[config.mk]
export PLATFORM = sky130hd
export DESIGN_NAME = size_class_page_allocator
export DESIGN_NICKNAME = d
export VERILOG_FILES = /design/src/rtl/core/scpa_pkg.sv /design/src/rtl/core/scpa_link_ram.sv /design/src/rtl/core/size_class_page_allocator.sv
export SDC_FILE = /design/constraint.sdc
export NUM_CORES = 2
export LEC_CHECK = 0
export ABC_AREA = 1
export ABC_CLOCK_PERIOD_IN_PS = 17480
export BUFFER_PORTS_ARGS = -buffer_cell sky130_fd_sc_hd__buf_2
export CORE_UTILIZATION = 35
export CTS_BUF_LIST = sky130_fd_sc_hd__clkbuf_2 sky130_fd_sc_hd__clkbuf_4 sky130_fd_sc_hd__clkbuf_8
export CTS_CLUSTER_SIZE = 20
export DETAILED_ROUTE_END_ITERATION = 6
export PLACE_DENSITY = 0.53
export SETUP_SLACK_MARGIN = 0.05
export SLEW_MARGIN = 20
export SYNTH_ARGS = -nofsm -noshare
export SYNTH_HDL_FRONTEND = slang
export SYNTH_SLANG_ARGS = --single-unit
export TNS_END_PERCENT = 10
[constraint.sdc]
create_clock -name clk -period 17.48 [get_ports clk]
set_clock_uncertainty 0.1 [all_clocks]
set_input_delay 5.244 -clock clk [delete_from_list [all_inputs] [get_ports clk]]
set_output_delay 5.244 -clock clk [all_outputs]
set_load 0.02 [all_outputs]
[src/rtl/core/scpa_pkg.sv]
`timescale 1ns / 1ps
`default_nettype none

package scpa_pkg;

  localparam int FUNC_W     = 2;
  localparam int REQ_W      = 13;
  localparam int OFF_W      = 12;
  localparam int STATUS_W   = 2;
  localparam int CFG_W      = 5;
  localparam int IN_DATA_W  = 32;
  localparam int OUT_DATA_W = 16;

  typedef enum logic [1:0] {
    FUNC_ALLOC    = 2'd0,
    FUNC_FREE     = 2'd1,
    FUNC_FREE_ALL = 2'd2,
    FUNC_NONE     = 2'd3
  } func_t;

  typedef enum logic [1:0] {
    ST_OK        = 2'd0,
    ST_NO_PAGE   = 2'd1,
    ST_FEW_PAGES = 2'd2,
    ST_NO_RUN    = 2'd3
  } status_t;

  typedef enum logic [1:0] {
    KIND_FREE  = 2'd0,
    KIND_SPLIT = 2'd1,
    KIND_RUN   = 2'd2,
    KIND_TAIL  = 2'd3
  } kind_t;

  typedef enum logic [3:0] {
    S_IDLE,
    S_EXEC,
    S_LINK,
    S_GRANT_RD,
    S_GRANT_WB,
    S_SCAN,
    S_MARK,
    S_FREE_RUN,
    S_RESP
  } state_t;

endpackage

`default_nettype wire

[src/rtl/core/scpa_link_ram.sv]
`timescale 1ns / 1ps
`default_nettype none

module scpa_link_ram #(
  parameter int AW = 8,
  parameter int DW = 4
) (
  input  logic          clk,
  input  logic          we,
  input  logic [AW-1:0] waddr,
  input  logic [DW-1:0] wdata,
  input  logic [AW-1:0] raddr,
  output logic [DW-1:0] rdata
);

  logic [DW-1:0] mem [2**AW];

  // Write port
  always_ff @(posedge clk) begin
    if (we) begin
      mem[waddr] <= wdata;
    end
  end

  // Registered read port
  always_ff @(posedge clk) begin
    rdata <= mem[raddr];
  end

endmodule

`default_nettype wire

[src/rtl/core/size_class_page_allocator.sv]
`timescale 1ns / 1ps
`default_nettype none

// Size-class page allocator.
// Input channel s_axis: one beat is one command. tuser carries the function
// (allocate, free one allocation, free everything), tdata the request size and
// the offset to free. Output channel m_axis: one beat per command with the
// granted byte offset and a status code (ok, no free page, too few free pages,
// no consecutive run). cfg_we/cfg_wdata set the number of managed pages and
// re-initialize the whole arena in the same cycle; write only while idle.
// Steps of each command after its accept, before the response:
//   free-all, unknown function, ignored or block free, too few pages: execute
//   small allocate from a listed page: execute, read grant, write back head
//   small allocate that splits a fresh page: link each block, then as above
//   large allocate: scan pages, then mark the run (no run: every managed page)
//   free of a run: release the run pages (one page released a cycle)
// One command is in flight at a time; the page-table walks and the block
// link memory, whose read port is registered, set the pace of each command.
// A result waits in the output register while the receiver stalls; the next
// command is taken meanwhile and holds in its last step until the register
// frees. Reset empties every page, fills the free-page stack in ascending
// order and manages all NUM_PAGES pages; no clearing pass is needed.
module size_class_page_allocator #(
  parameter int NUM_PAGES  = 16,
  parameter int PAGE_BYTES = 256,
  parameter int MIN_BLOCK  = 16
) (
  input  logic                               clk,
  input  logic                               rst,
  input  logic                               cfg_we,
  input  logic [scpa_pkg::CFG_W-1:0]         cfg_wdata,      // pages_in_use
  input  logic                               s_axis_tvalid,
  output logic                               s_axis_tready,
  // [12:0] request_bytes, [24:13] free_offset, [31:25] zero
  input  logic [scpa_pkg::IN_DATA_W-1:0]     s_axis_tdata,
  input  logic [scpa_pkg::FUNC_W-1:0]        s_axis_tuser,   // [1:0] func
  output logic                               m_axis_tvalid,
  input  logic                               m_axis_tready,
  // [11:0] grant_offset, [13:12] status, [15:14] zero
  output logic [scpa_pkg::OUT_DATA_W-1:0]    m_axis_tdata
);

  import scpa_pkg::*;

  localparam int PG_W    = $clog2(NUM_PAGES);
  localparam int TOP_W   = $clog2(NUM_PAGES + 1);
  localparam int BLOCKS  = PAGE_BYTES / MIN_BLOCK;
  localparam int BLK_W   = $clog2(BLOCKS);
  localparam int NCLASS  = BLK_W;
  localparam int CL_W    = (NCLASS > 1) ? $clog2(NCLASS) : 1;
  localparam int PG_SH   = $clog2(PAGE_BYTES);
  localparam int MB_SH   = $clog2(MIN_BLOCK);
  localparam int CNT_MAX = (BLOCKS > NUM_PAGES) ? BLOCKS : NUM_PAGES;
  localparam int CNT_W   = $clog2(CNT_MAX + 1);
  localparam int LA_W    = PG_W + BLK_W;

  // Control and command registers
  state_t              state, state_next;
  logic [TOP_W-1:0]    pim;
  func_t               func_q;
  logic [REQ_W-1:0]    bytes_q;
  logic [OFF_W-1:0]    off_q;

  // Page table
  kind_t               kind   [NUM_PAGES];
  logic [CL_W-1:0]     pclass [NUM_PAGES];
  logic [CNT_W-1:0]    pcount [NUM_PAGES];
  logic [BLK_W-1:0]    phead  [NUM_PAGES];
  // Free-page stack kept as a position per page
  logic [NUM_PAGES-1:0] in_stack;
  logic [PG_W-1:0]     spos   [NUM_PAGES];
  logic [TOP_W-1:0]    top;
  // Class lists kept as a rank per page
  logic [NUM_PAGES-1:0] listed;
  logic [PG_W-1:0]     rank   [NUM_PAGES];
  logic [TOP_W-1:0]    clen   [NCLASS];

  // Walk registers
  logic [PG_W-1:0]     cur_page, cur_page_next;
  logic [CL_W-1:0]     cur_class, cur_class_next;
  logic [BLK_W-1:0]    link_i, link_i_next;
  logic [TOP_W-1:0]    scan_i, scan_i_next;
  logic [TOP_W-1:0]    got, got_next;
  logic [PG_W-1:0]     start, start_next;
  logic [TOP_W-1:0]    amount, amount_next;
  logic [TOP_W:0]      run_end, run_end_next;
  logic [OFF_W-1:0]    grant_q, grant_next;
  status_t             status_q, status_next;

  // Page-table update requests
  logic                pf_kind_we, pf_count_we, pf_head_we, pf_class_we;
  logic [PG_W-1:0]     pf_page;
  kind_t               pf_kind;
  logic [CNT_W-1:0]    pf_count;
  logic [BLK_W-1:0]    pf_head;
  logic [CL_W-1:0]     pf_class;
  logic                srm_en, spush_en, lrm_en, lpush_en, clr_all, out_load;
  logic [PG_W-1:0]     srm_page, spush_page, lrm_page, lpush_page;
  logic [CL_W-1:0]     lrm_cls, lpush_cls;

  // Link memory
  logic                ram_we;
  logic [LA_W-1:0]     ram_waddr, ram_raddr;
  logic [BLK_W-1:0]    ram_wdata, ram_rdata;

  // Decoded values
  logic [CL_W-1:0]     req_cls;
  logic                req_small;
  logic [CNT_W-1:0]    req_bpp, cur_bpp, f_bpp, f_inc;
  logic [31:0]         amt32, off_pg32, off_in32, grant32;
  logic [PG_W-1:0]     fp, top_pg, head_pg, scan_pg;
  logic [CL_W-1:0]     f_cls;
  logic [BLK_W-1:0]    f_idx;
  logic                f_valid;
  logic [TOP_W-1:0]    top_m1, pim_cfg;
  logic [TOP_W:0]      link_nx, mark_end;

  scpa_link_ram #(.AW(LA_W), .DW(BLK_W)) u_link (
    .clk   (clk),
    .we    (ram_we),
    .waddr (ram_waddr),
    .wdata (ram_wdata),
    .raddr (ram_raddr),
    .rdata (ram_rdata)
  );

  assign s_axis_tready = (state == S_IDLE);

  // Saturate the configured page count into 1..NUM_PAGES
  always_comb begin
    if (cfg_wdata == '0) begin
      pim_cfg = TOP_W'(1);
    end else if (32'(cfg_wdata) > NUM_PAGES) begin
      pim_cfg = TOP_W'(NUM_PAGES);
    end else begin
      pim_cfg = TOP_W'(cfg_wdata);
    end
  end

  // Smallest class that holds the request
  always_comb begin
    req_cls = CL_W'(NCLASS - 1);
    for (int c = NCLASS - 1; c >= 0; c--) begin
      if ((32'(MIN_BLOCK) << c) >= 32'(bytes_q)) begin
        req_cls = CL_W'(c);
      end
    end
  end

  assign req_small = 32'(bytes_q) <= 32'(PAGE_BYTES / 2);
  assign req_bpp   = CNT_W'(BLOCKS) >> req_cls;
  assign cur_bpp   = CNT_W'(BLOCKS) >> cur_class;
  assign amt32     = (32'(bytes_q) + 32'(PAGE_BYTES - 1)) >> PG_SH;
  assign top_m1    = top - TOP_W'(1);

  // Top of the free stack and head page of the requested class
  always_comb begin
    top_pg  = '0;
    head_pg = '0;
    for (int p = 0; p < NUM_PAGES; p++) begin
      if (in_stack[p] && (TOP_W'(spos[p]) == top_m1)) begin
        top_pg = PG_W'(p);
      end
      if (listed[p] && (pclass[p] == req_cls) && (rank[p] == '0)) begin
        head_pg = PG_W'(p);
      end
    end
  end

  // Decode of a free
  assign off_pg32 = 32'(off_q) >> PG_SH;
  assign off_in32 = 32'(off_q) & 32'(PAGE_BYTES - 1);
  assign f_valid  = off_pg32 < 32'(pim);
  assign fp       = off_pg32[PG_W-1:0];
  assign f_cls    = pclass[fp];
  assign f_idx    = BLK_W'(off_in32 >> (MB_SH + 32'(f_cls)));
  assign f_bpp    = CNT_W'(BLOCKS) >> f_cls;
  assign f_inc    = pcount[fp] + CNT_W'(1);

  assign scan_pg  = scan_i[PG_W-1:0];
  assign link_nx  = (TOP_W + 1)'(link_i) + (TOP_W + 1)'(1);
  assign mark_end = (TOP_W + 1)'(start) + (TOP_W + 1)'(amount);
  assign grant32  = (32'(cur_page) << PG_SH)
                  + (32'(phead[cur_page]) << (MB_SH + 32'(cur_class)));

  // Sequencer
  always_comb begin
    state_next     = state;
    cur_page_next  = cur_page;
    cur_class_next = cur_class;
    link_i_next    = link_i;
    scan_i_next    = scan_i;
    got_next       = got;
    start_next     = start;
    amount_next    = amount;
    run_end_next   = run_end;
    grant_next     = grant_q;
    status_next    = status_q;
    pf_kind_we     = 1'b0;
    pf_count_we    = 1'b0;
    pf_head_we     = 1'b0;
    pf_class_we    = 1'b0;
    pf_page        = cur_page;
    pf_kind        = KIND_FREE;
    pf_count       = '0;
    pf_head        = '0;
    pf_class       = cur_class;
    srm_en         = 1'b0;
    srm_page       = cur_page;
    spush_en       = 1'b0;
    spush_page     = cur_page;
    lrm_en         = 1'b0;
    lrm_page       = cur_page;
    lrm_cls        = cur_class;
    lpush_en       = 1'b0;
    lpush_page     = cur_page;
    lpush_cls      = cur_class;
    clr_all        = 1'b0;
    out_load       = 1'b0;
    ram_we         = 1'b0;
    ram_waddr      = {cur_page, link_i};
    ram_wdata      = '0;
    ram_raddr      = {cur_page, phead[cur_page]};

    case (state)
      S_IDLE: begin
        if (s_axis_tvalid) begin
          grant_next  = '0;
          status_next = ST_OK;
          state_next  = S_EXEC;
        end
      end

      S_EXEC: begin
        state_next = S_RESP;
        case (func_q)
          FUNC_ALLOC: begin
            if (req_small) begin
              if (clen[req_cls] != '0) begin
                cur_page_next  = head_pg;
                cur_class_next = req_cls;
                state_next     = S_GRANT_RD;
              end else if (top == '0) begin
                status_next = ST_NO_PAGE;
              end else begin
                // Pop a fresh page and split it
                srm_en         = 1'b1;
                srm_page       = top_pg;
                pf_page        = top_pg;
                pf_kind_we     = 1'b1;
                pf_kind        = KIND_SPLIT;
                pf_class_we    = 1'b1;
                pf_class       = req_cls;
                pf_count_we    = 1'b1;
                pf_count       = req_bpp;
                pf_head_we     = 1'b1;
                pf_head        = '0;
                lpush_en       = 1'b1;
                lpush_page     = top_pg;
                lpush_cls      = req_cls;
                cur_page_next  = top_pg;
                cur_class_next = req_cls;
                link_i_next    = '0;
                state_next     = S_LINK;
              end
            end else if (amt32 > 32'(top)) begin
              status_next = ST_FEW_PAGES;
            end else begin
              amount_next = TOP_W'(amt32);
              scan_i_next = '0;
              got_next    = '0;
              start_next  = '0;
              state_next  = S_SCAN;
            end
          end

          FUNC_FREE: begin
            if (f_valid) begin
              case (kind[fp])
                KIND_SPLIT: begin
                  ram_we     = 1'b1;
                  ram_waddr  = {fp, f_idx};
                  ram_wdata  = phead[fp];
                  pf_page    = fp;
                  pf_head_we = 1'b1;
                  pf_head    = f_idx;
                  pf_count_we = 1'b1;
                  if (f_inc >= f_bpp) begin
                    // Page fully back: return it to the stack
                    pf_kind_we = 1'b1;
                    pf_kind    = KIND_FREE;
                    pf_count   = '0;
                    spush_en   = 1'b1;
                    spush_page = fp;
                    lrm_en     = 1'b1;
                    lrm_page   = fp;
                    lrm_cls    = f_cls;
                  end else begin
                    pf_count = f_inc;
                    if (pcount[fp] == '0) begin
                      lpush_en   = 1'b1;
                      lpush_page = fp;
                      lpush_cls  = f_cls;
                    end
                  end
                end
                KIND_RUN: begin
                  cur_page_next = fp;
                  scan_i_next   = TOP_W'(fp);
                  run_end_next  = (TOP_W + 1)'(fp) + (TOP_W + 1)'(pcount[fp]);
                  state_next    = S_FREE_RUN;
                end
                default: begin
                end
              endcase
            end
          end

          FUNC_FREE_ALL: begin
            clr_all = 1'b1;
          end

          default: begin
          end
        endcase
      end

      S_LINK: begin
        // Chain the blocks of a fresh page, last one links to block zero
        ram_we    = 1'b1;
        ram_waddr = {cur_page, link_i};
        ram_wdata = ((TOP_W + 1)'(cur_bpp) > link_nx) ? BLK_W'(link_nx) : '0;
        link_i_next = BLK_W'(link_nx);
        if ((TOP_W + 1)'(cur_bpp) == link_nx) begin
          state_next = S_GRANT_RD;
        end
      end

      S_GRANT_RD: begin
        grant_next = grant32[OFF_W-1:0];
        state_next = S_GRANT_WB;
      end

      S_GRANT_WB: begin
        pf_head_we  = 1'b1;
        pf_head     = ram_rdata;
        pf_count_we = 1'b1;
        pf_count    = pcount[cur_page] - CNT_W'(1);
        if (pcount[cur_page] == CNT_W'(1)) begin
          lrm_en = 1'b1;
        end
        state_next = S_RESP;
      end

      S_SCAN: begin
        if (scan_i == pim) begin
          status_next = ST_NO_RUN;
          state_next  = S_RESP;
        end else if (kind[scan_pg] == KIND_FREE) begin
          if (got == '0) begin
            start_next = scan_pg;
          end
          got_next = got + TOP_W'(1);
          if ((got + TOP_W'(1)) == amount) begin
            scan_i_next = (got == '0) ? scan_i : TOP_W'(start);
            state_next  = S_MARK;
          end else begin
            scan_i_next = scan_i + TOP_W'(1);
          end
        end else begin
          got_next    = '0;
          scan_i_next = scan_i + TOP_W'(1);
        end
      end

      S_MARK: begin
        pf_page     = scan_pg;
        pf_kind_we  = 1'b1;
        pf_kind     = (scan_pg == start) ? KIND_RUN : KIND_TAIL;
        pf_count_we = 1'b1;
        pf_count    = CNT_W'(amount);
        srm_en      = in_stack[scan_pg];
        srm_page    = scan_pg;
        scan_i_next = scan_i + TOP_W'(1);
        if ((TOP_W + 1)'(scan_i) + (TOP_W + 1)'(1) == mark_end) begin
          grant_next = OFF_W'(32'(start) << PG_SH);
          state_next = S_RESP;
        end
      end

      S_FREE_RUN: begin
        if (((TOP_W + 1)'(scan_i) < run_end) && (scan_i < pim) &&
            ((scan_pg == cur_page) || (kind[scan_pg] == KIND_TAIL))) begin
          pf_page     = scan_pg;
          pf_kind_we  = 1'b1;
          pf_kind     = KIND_FREE;
          pf_count_we = 1'b1;
          pf_count    = '0;
          spush_en    = 1'b1;
          spush_page  = scan_pg;
          scan_i_next = scan_i + TOP_W'(1);
        end else begin
          state_next = S_RESP;
        end
      end

      S_RESP: begin
        // Hold until the output register frees
        if (!m_axis_tvalid || m_axis_tready) begin
          out_load   = 1'b1;
          state_next = S_IDLE;
        end
      end

      default: begin
        state_next = S_IDLE;
      end
    endcase
  end

  // Control and walk registers
  always_ff @(posedge clk) begin
    if (rst) begin
      state         <= S_IDLE;
      m_axis_tvalid <= 1'b0;
    end else begin
      state <= state_next;
      if (out_load) begin
        m_axis_tvalid <= 1'b1;
      end else if (m_axis_tready) begin
        m_axis_tvalid <= 1'b0;
      end
    end
  end

  always_ff @(posedge clk) begin
    if (s_axis_tready && s_axis_tvalid) begin
      func_q  <= func_t'(s_axis_tuser);
      bytes_q <= s_axis_tdata[REQ_W-1:0];
      off_q   <= s_axis_tdata[REQ_W +: OFF_W];
    end
    cur_page  <= cur_page_next;
    cur_class <= cur_class_next;
    link_i    <= link_i_next;
    scan_i    <= scan_i_next;
    got       <= got_next;
    start     <= start_next;
    amount    <= amount_next;
    run_end   <= run_end_next;
    grant_q   <= grant_next;
    status_q  <= status_next;
    if (out_load) begin
      m_axis_tdata <= OUT_DATA_W'({status_q, grant_q});
    end
  end

  // Page table, free stack and class lists
  always_ff @(posedge clk) begin
    if (rst || cfg_we || clr_all) begin
      // Re-initialize the arena
      for (int p = 0; p < NUM_PAGES; p++) begin
        kind[p]   <= KIND_FREE;
        pclass[p] <= '0;
        pcount[p] <= '0;
        phead[p]  <= '0;
        spos[p]   <= PG_W'(p);
        rank[p]   <= '0;
        if (rst) begin
          in_stack[p] <= 1'b1;
        end else if (cfg_we) begin
          in_stack[p] <= 32'(p) < 32'(pim_cfg);
        end else begin
          in_stack[p] <= 32'(p) < 32'(pim);
        end
      end
      listed <= '0;
      for (int c = 0; c < NCLASS; c++) begin
        clen[c] <= '0;
      end
      if (rst) begin
        pim <= TOP_W'(NUM_PAGES);
        top <= TOP_W'(NUM_PAGES);
      end else if (cfg_we) begin
        pim <= pim_cfg;
        top <= pim_cfg;
      end else begin
        top <= pim;
      end
    end else begin
      if (pf_kind_we) begin
        kind[pf_page] <= pf_kind;
      end
      if (pf_count_we) begin
        pcount[pf_page] <= pf_count;
      end
      if (pf_head_we) begin
        phead[pf_page] <= pf_head;
      end
      if (pf_class_we) begin
        pclass[pf_page] <= pf_class;
      end

      // Drop a page from the stack, close the gap
      if (srm_en) begin
        for (int q = 0; q < NUM_PAGES; q++) begin
          if (in_stack[q] && (spos[q] > spos[srm_page])) begin
            spos[q] <= spos[q] - PG_W'(1);
          end
        end
        in_stack[srm_page] <= 1'b0;
        top <= top - TOP_W'(1);
      end else if (spush_en && (top < TOP_W'(NUM_PAGES))) begin
        in_stack[spush_page] <= 1'b1;
        spos[spush_page]     <= PG_W'(top);
        top <= top + TOP_W'(1);
      end

      // Drop a page from its class list, close the gap
      if (lrm_en && listed[lrm_page]) begin
        for (int q = 0; q < NUM_PAGES; q++) begin
          if (listed[q] && (pclass[q] == lrm_cls) && (rank[q] > rank[lrm_page])) begin
            rank[q] <= rank[q] - PG_W'(1);
          end
        end
        listed[lrm_page] <= 1'b0;
        clen[lrm_cls]    <= clen[lrm_cls] - TOP_W'(1);
      end else if (lpush_en && (clen[lpush_cls] < TOP_W'(NUM_PAGES))) begin
        listed[lpush_page] <= 1'b1;
        rank[lpush_page]   <= PG_W'(clen[lpush_cls]);
        clen[lpush_cls]    <= clen[lpush_cls] + TOP_W'(1);
      end
    end
  end

endmodule

`default_nettype wire

==> impl.org <==
** Route
- In the final routed layout, each cell accounts on average for ~23 um.
- Routed Antenna Nets :: 0
- Detailed routing inserted a total of around 61k vias.
- Summed over all layers, the routed wires come to 247800 um.
- Number of DRC violations after detailed routing :: 0
- In the routed layout, each cell is associated on average with a via count of approximately 5.6.
- Drt initial violations :: around 6k
- Detailed Routing Iterations Pass 1 :: 7

** Worst setup path
- Cell family with most CP delay :: simple AND/OR/NAND/NOR gates
- Category of the critical setup timing path :: reg -> reg
- The worst setup path is captured at a flop.
- Critical path launch point type :: flop
- Data on the critical path is required at its endpoint by roughly 18 ns.
- Buffers & Inverters on Critical Path :: 5
- Measured in cells, the most critical reg-to-reg path has a length of 30.
- The startpoint identified for the worst register-to-register timing path is top[1].
- Reg2reg end :: spos[12][3]
- The largest individual stage delay along the critical path comes from the cell clkinv_1.
- Data arrives at the worst endpoint at approximately 9 ns.
- In this run the register-to-register setup slack is slightly below 9 ns.
- Cell seen most often among critical-path stages :: nand2_1
- Of all nets on the critical path, the largest fanout is 19.
- On the worst path, the slowest cell contributes a delay of about 0.9 ns.

** Power and ir drop
- Leak :: 28.60 nW
- Total power density per cell area :: 141.8 nW/um^2
- Across the VDD grid, the largest voltage drop is 0.08747 mV.
- Total power for the finished layout comes to 12.16 mW.

** Hold path
- Type of the tightest min-delay check :: reg -> reg
- The path with the worst hold slack has its endpoint at m_axis_tdata[9].
- The startpoint identified for the worst hold timing path is grant_q[9].
- The worst hold path passes through 0 cells.

** Clocking
- Buffers added to address setup during post-CTS repair amount to 0.
- No sink is reached through more buffers than the 4 on the longest clock path.
- Post-cts repair resize count :: 0
- Clock buffers created by TritonCTS :: 278
- Clock tree synthesis selected as its root buffer the cell clkbuf_8.
- Hold repair after CTS inserted 0 buffers.
- Clock transition time at the flip-flop clock pins of the worst setup and hold paths :: 0.06 ns
- Clock tree from TritonCTS :: yes
- The later pin in the worst-skew pair is clocked with a latency of 1.03 ns.
- The tree built by TritonCTS fans out to 1521 sinks.
- Number of H-tree levels :: 5

** Global route
- Grt total ovfl :: 0
- First-pass GRT wire length :: around 370000 um
- Across every metal layer, demand over resource in global routing totals 21.66%.
- The initial antenna violation count is 6.
- Entering global routing, the biggest net connects approximately 190 pins.
- The via count of the first global-routing pass came to ~60k.

** Synthesis
- After synthesis, flip-flops and latches occupy 58.40% of the total area.
- Post-synthesis average cell area :: about 10 um^2
- Yosys attributes the largest share of cell area to edfxtp_1, nor2_1, o21ai_0.
- Synth warn :: 0
- In the synthesized netlist, the number of instances is a little under 8k.
- edfxtp_1 takes more of the synthesized area than any other cell.
- The synthesized design devotes to its leading area cell type 57.45% of total area.
- Counting distinct cell types in the post-synthesis netlist gives 70.
- FFs w/ async S/R, synth :: 0%
- In the synthesized netlist the dominant register cell turns out to be edfxtp_1.
- In this run, synthesis inferred 1484 flip-flops with an integrated enable.
- Summing every instance area after synthesis gives 77570 um^2.
- Number of register bits inferred by synthesis :: 1521

** Layout
- Area Overhead vs Synth :: 10.48%
- The net count of the finished layout is roughly 8.0k.
- Fill cell total of the finished layout :: 21.81k
- At the end of the flow the core is filled with cells to around two fifths.
- Most frequent standard cell in the layout excluding fill and tap cells :: nor2_1
- Post-route cell area :: roughly 86000 um^2
- The post-route netlist has 8.730% of its cells at a drive strength greater than 1.
- Highest-count cells in the layout ignoring fill and taps :: nor2_1, edfxtp_1, nand2_1, o21ai_0, inv_1

** Die
- Number of top-level pins :: 62
- For this configuration, the core starts out at a cell density of 35.27%.
- The floorplan has 172 rows.
- After floorplanning, the core was sized to cover 219900 um^2.
- Height of the chip :: 472.8 um
- The die covers 223500 um^2.
- Chip width :: 472.8 um

** STA
- Total of endpoints with negative setup slack in the final report :: 0
- Derived from the worst setup path, the maximum achievable clock frequency is around 0.12 GHz.
- Final Critical Period :: approximately 8.7 ns
- Measured against its own limit, the worst slew margin works out to approximately a fifth.
- Max-slew violation count :: 0
- Worst Max-Slew Pin Slew :: between 1 and 1.5 ns
- RSZ-0062 raised after global routing :: false
- Setup total negative slack on the finished layout was measured at 0 ns.
- The number of hold violations in the final report is 0.
- Final worst-path cycle share :: 49.54%

** Placed design
- Post-detailed-placement cell area :: 80630 um^2
- Final weighted congestion in routability-driven placement :: 0.9107
- Summed over all nets, the half-perimeter wirelength after detailed placement is 156800 um.
- Number of buffers inserted by port buffering :: 44

** Outcome
- The run finished with clean final reports.

** Flow run
- Max-cap violations in this run came to 0.
==> layer usage <==
metal	part of all wire, %	wire (um)	vias to the layer above	global-route usage [%]
li1	-	-	27900	-
met3	6.8	16970	534	3.439
met2	47	116800	2434	35.35
met5	0	0	-	0
met4	3.5	8788	0	8.279
met1	42	105300	29760	28.79
==> synthesized netlist by cell type (10+ instances only) <==
cell type	instances
a211oi_1	20
xor2_1	100
buf_6	10
nor2_2	13
nand3_2	13
ha_1	223
nor3_1	37
o31ai_1	11
buf_2	47
o21a_1	12
o221ai_1	70
nor2_4	10
nor2_1	1567
edfxtp_1	1484
o21ai_0	687
nand4_1	89
clkbuf_1	349
a22oi_1	48
nand3b_1	21
buf_4	17
inv_2	32
nand3_1	402
o32ai_1	217
inv_1	519
a21oi_1	304
o311ai_0	44
o21bai_1	47
buf_1	38
nor4_1	10
a31oi_1	12
nand2_2	11
dfxtp_1	37
o21ai_1	47
o211ai_1	142
o22ai_1	80
nand2_1	870
xnor2_1	29
mux2i_1	10
==> sequential cells by signal (all words and copies together) (netlist names), 10 cells and up, named ones only <==
signal	flops
kind	32
pclass	32
pcount	80
listed	16
u_link.mem	1024
in_stack	16
spos	64
clen	20
bytes_q	13
phead	64
rank	64
m_axis_tdata	10
==> stage by stage <==
step	hold slack, ns	instances	setup WS (ns)
6_report	0.3183	10900	8.821
4_1_cts	0.3195	10900	8.916
5_1_grt	0.3278	10900	8.325
3_5_place_dp	0.3070	10440	8.667
3_3_place_gp	0.3041	10440	8.728
2_1_floorplan	0.3003	7784	3.329
==> report_power, final <==
part / switching, mW / internal (mW) / total (mW) / leakage, nW
clock network: 1.50 / 1.73 / 3.23 / 2.64
registers: 0.173 / 4.19 / 4.36 / 13.2
logic: 3.29 / 1.27 / 4.57 / 12.7
total: 4.97 / 7.19 / 12.2 / 28.6
==> layout make-up <==
class,instances,area (um^2),area share [%]
sequential,1521,45310,52.87
multi-input combinational,5240,28370,33.11
clock buffer,358,4477,5.224
tap,2958,3701,4.318
inverter,562,2136,2.492
timing repair buffer,157,1126,1.314
clock inverter,100,561.8,0.6555
antenna,6,15.01,0.01752
==> worst max-delay path by stage <==
stage | start | to | slack, ns | cells past startpoint
floorplan | cur_class[0] | u_link.mem[0][0] | 3.33 | 9
global placement | rst | pcount[13][0] | 8.73 | 7
detailed placement | rst | pcount[0][1] | 8.67 | 7
CTS | bytes_q[11] | spos[12][3] | 8.92 | 26
global route | bytes_q[11] | spos[12][1] | 8.32 | 26
finish | top[1] | spos[12][3] | 8.82 | 30
==> logic make-up (layout without fill, tap and decap cells) <==
family	count (synthesis)	after routing	synth area share [%]
AOI/OAI and AO/OA	1800	1800	14.59
other	1	12	0.004834
xor gates and xnor gates	129	129	1.456
muxes	10	10	0.1290
buffers and inverters	1023	1177	5.215
adders and majority gates	226	226	3.674
DFF	1521	1521	58.40
and+or+nand+nor	3069	3069	16.52
Note: power is estimated with default switching activity, not from simulation.
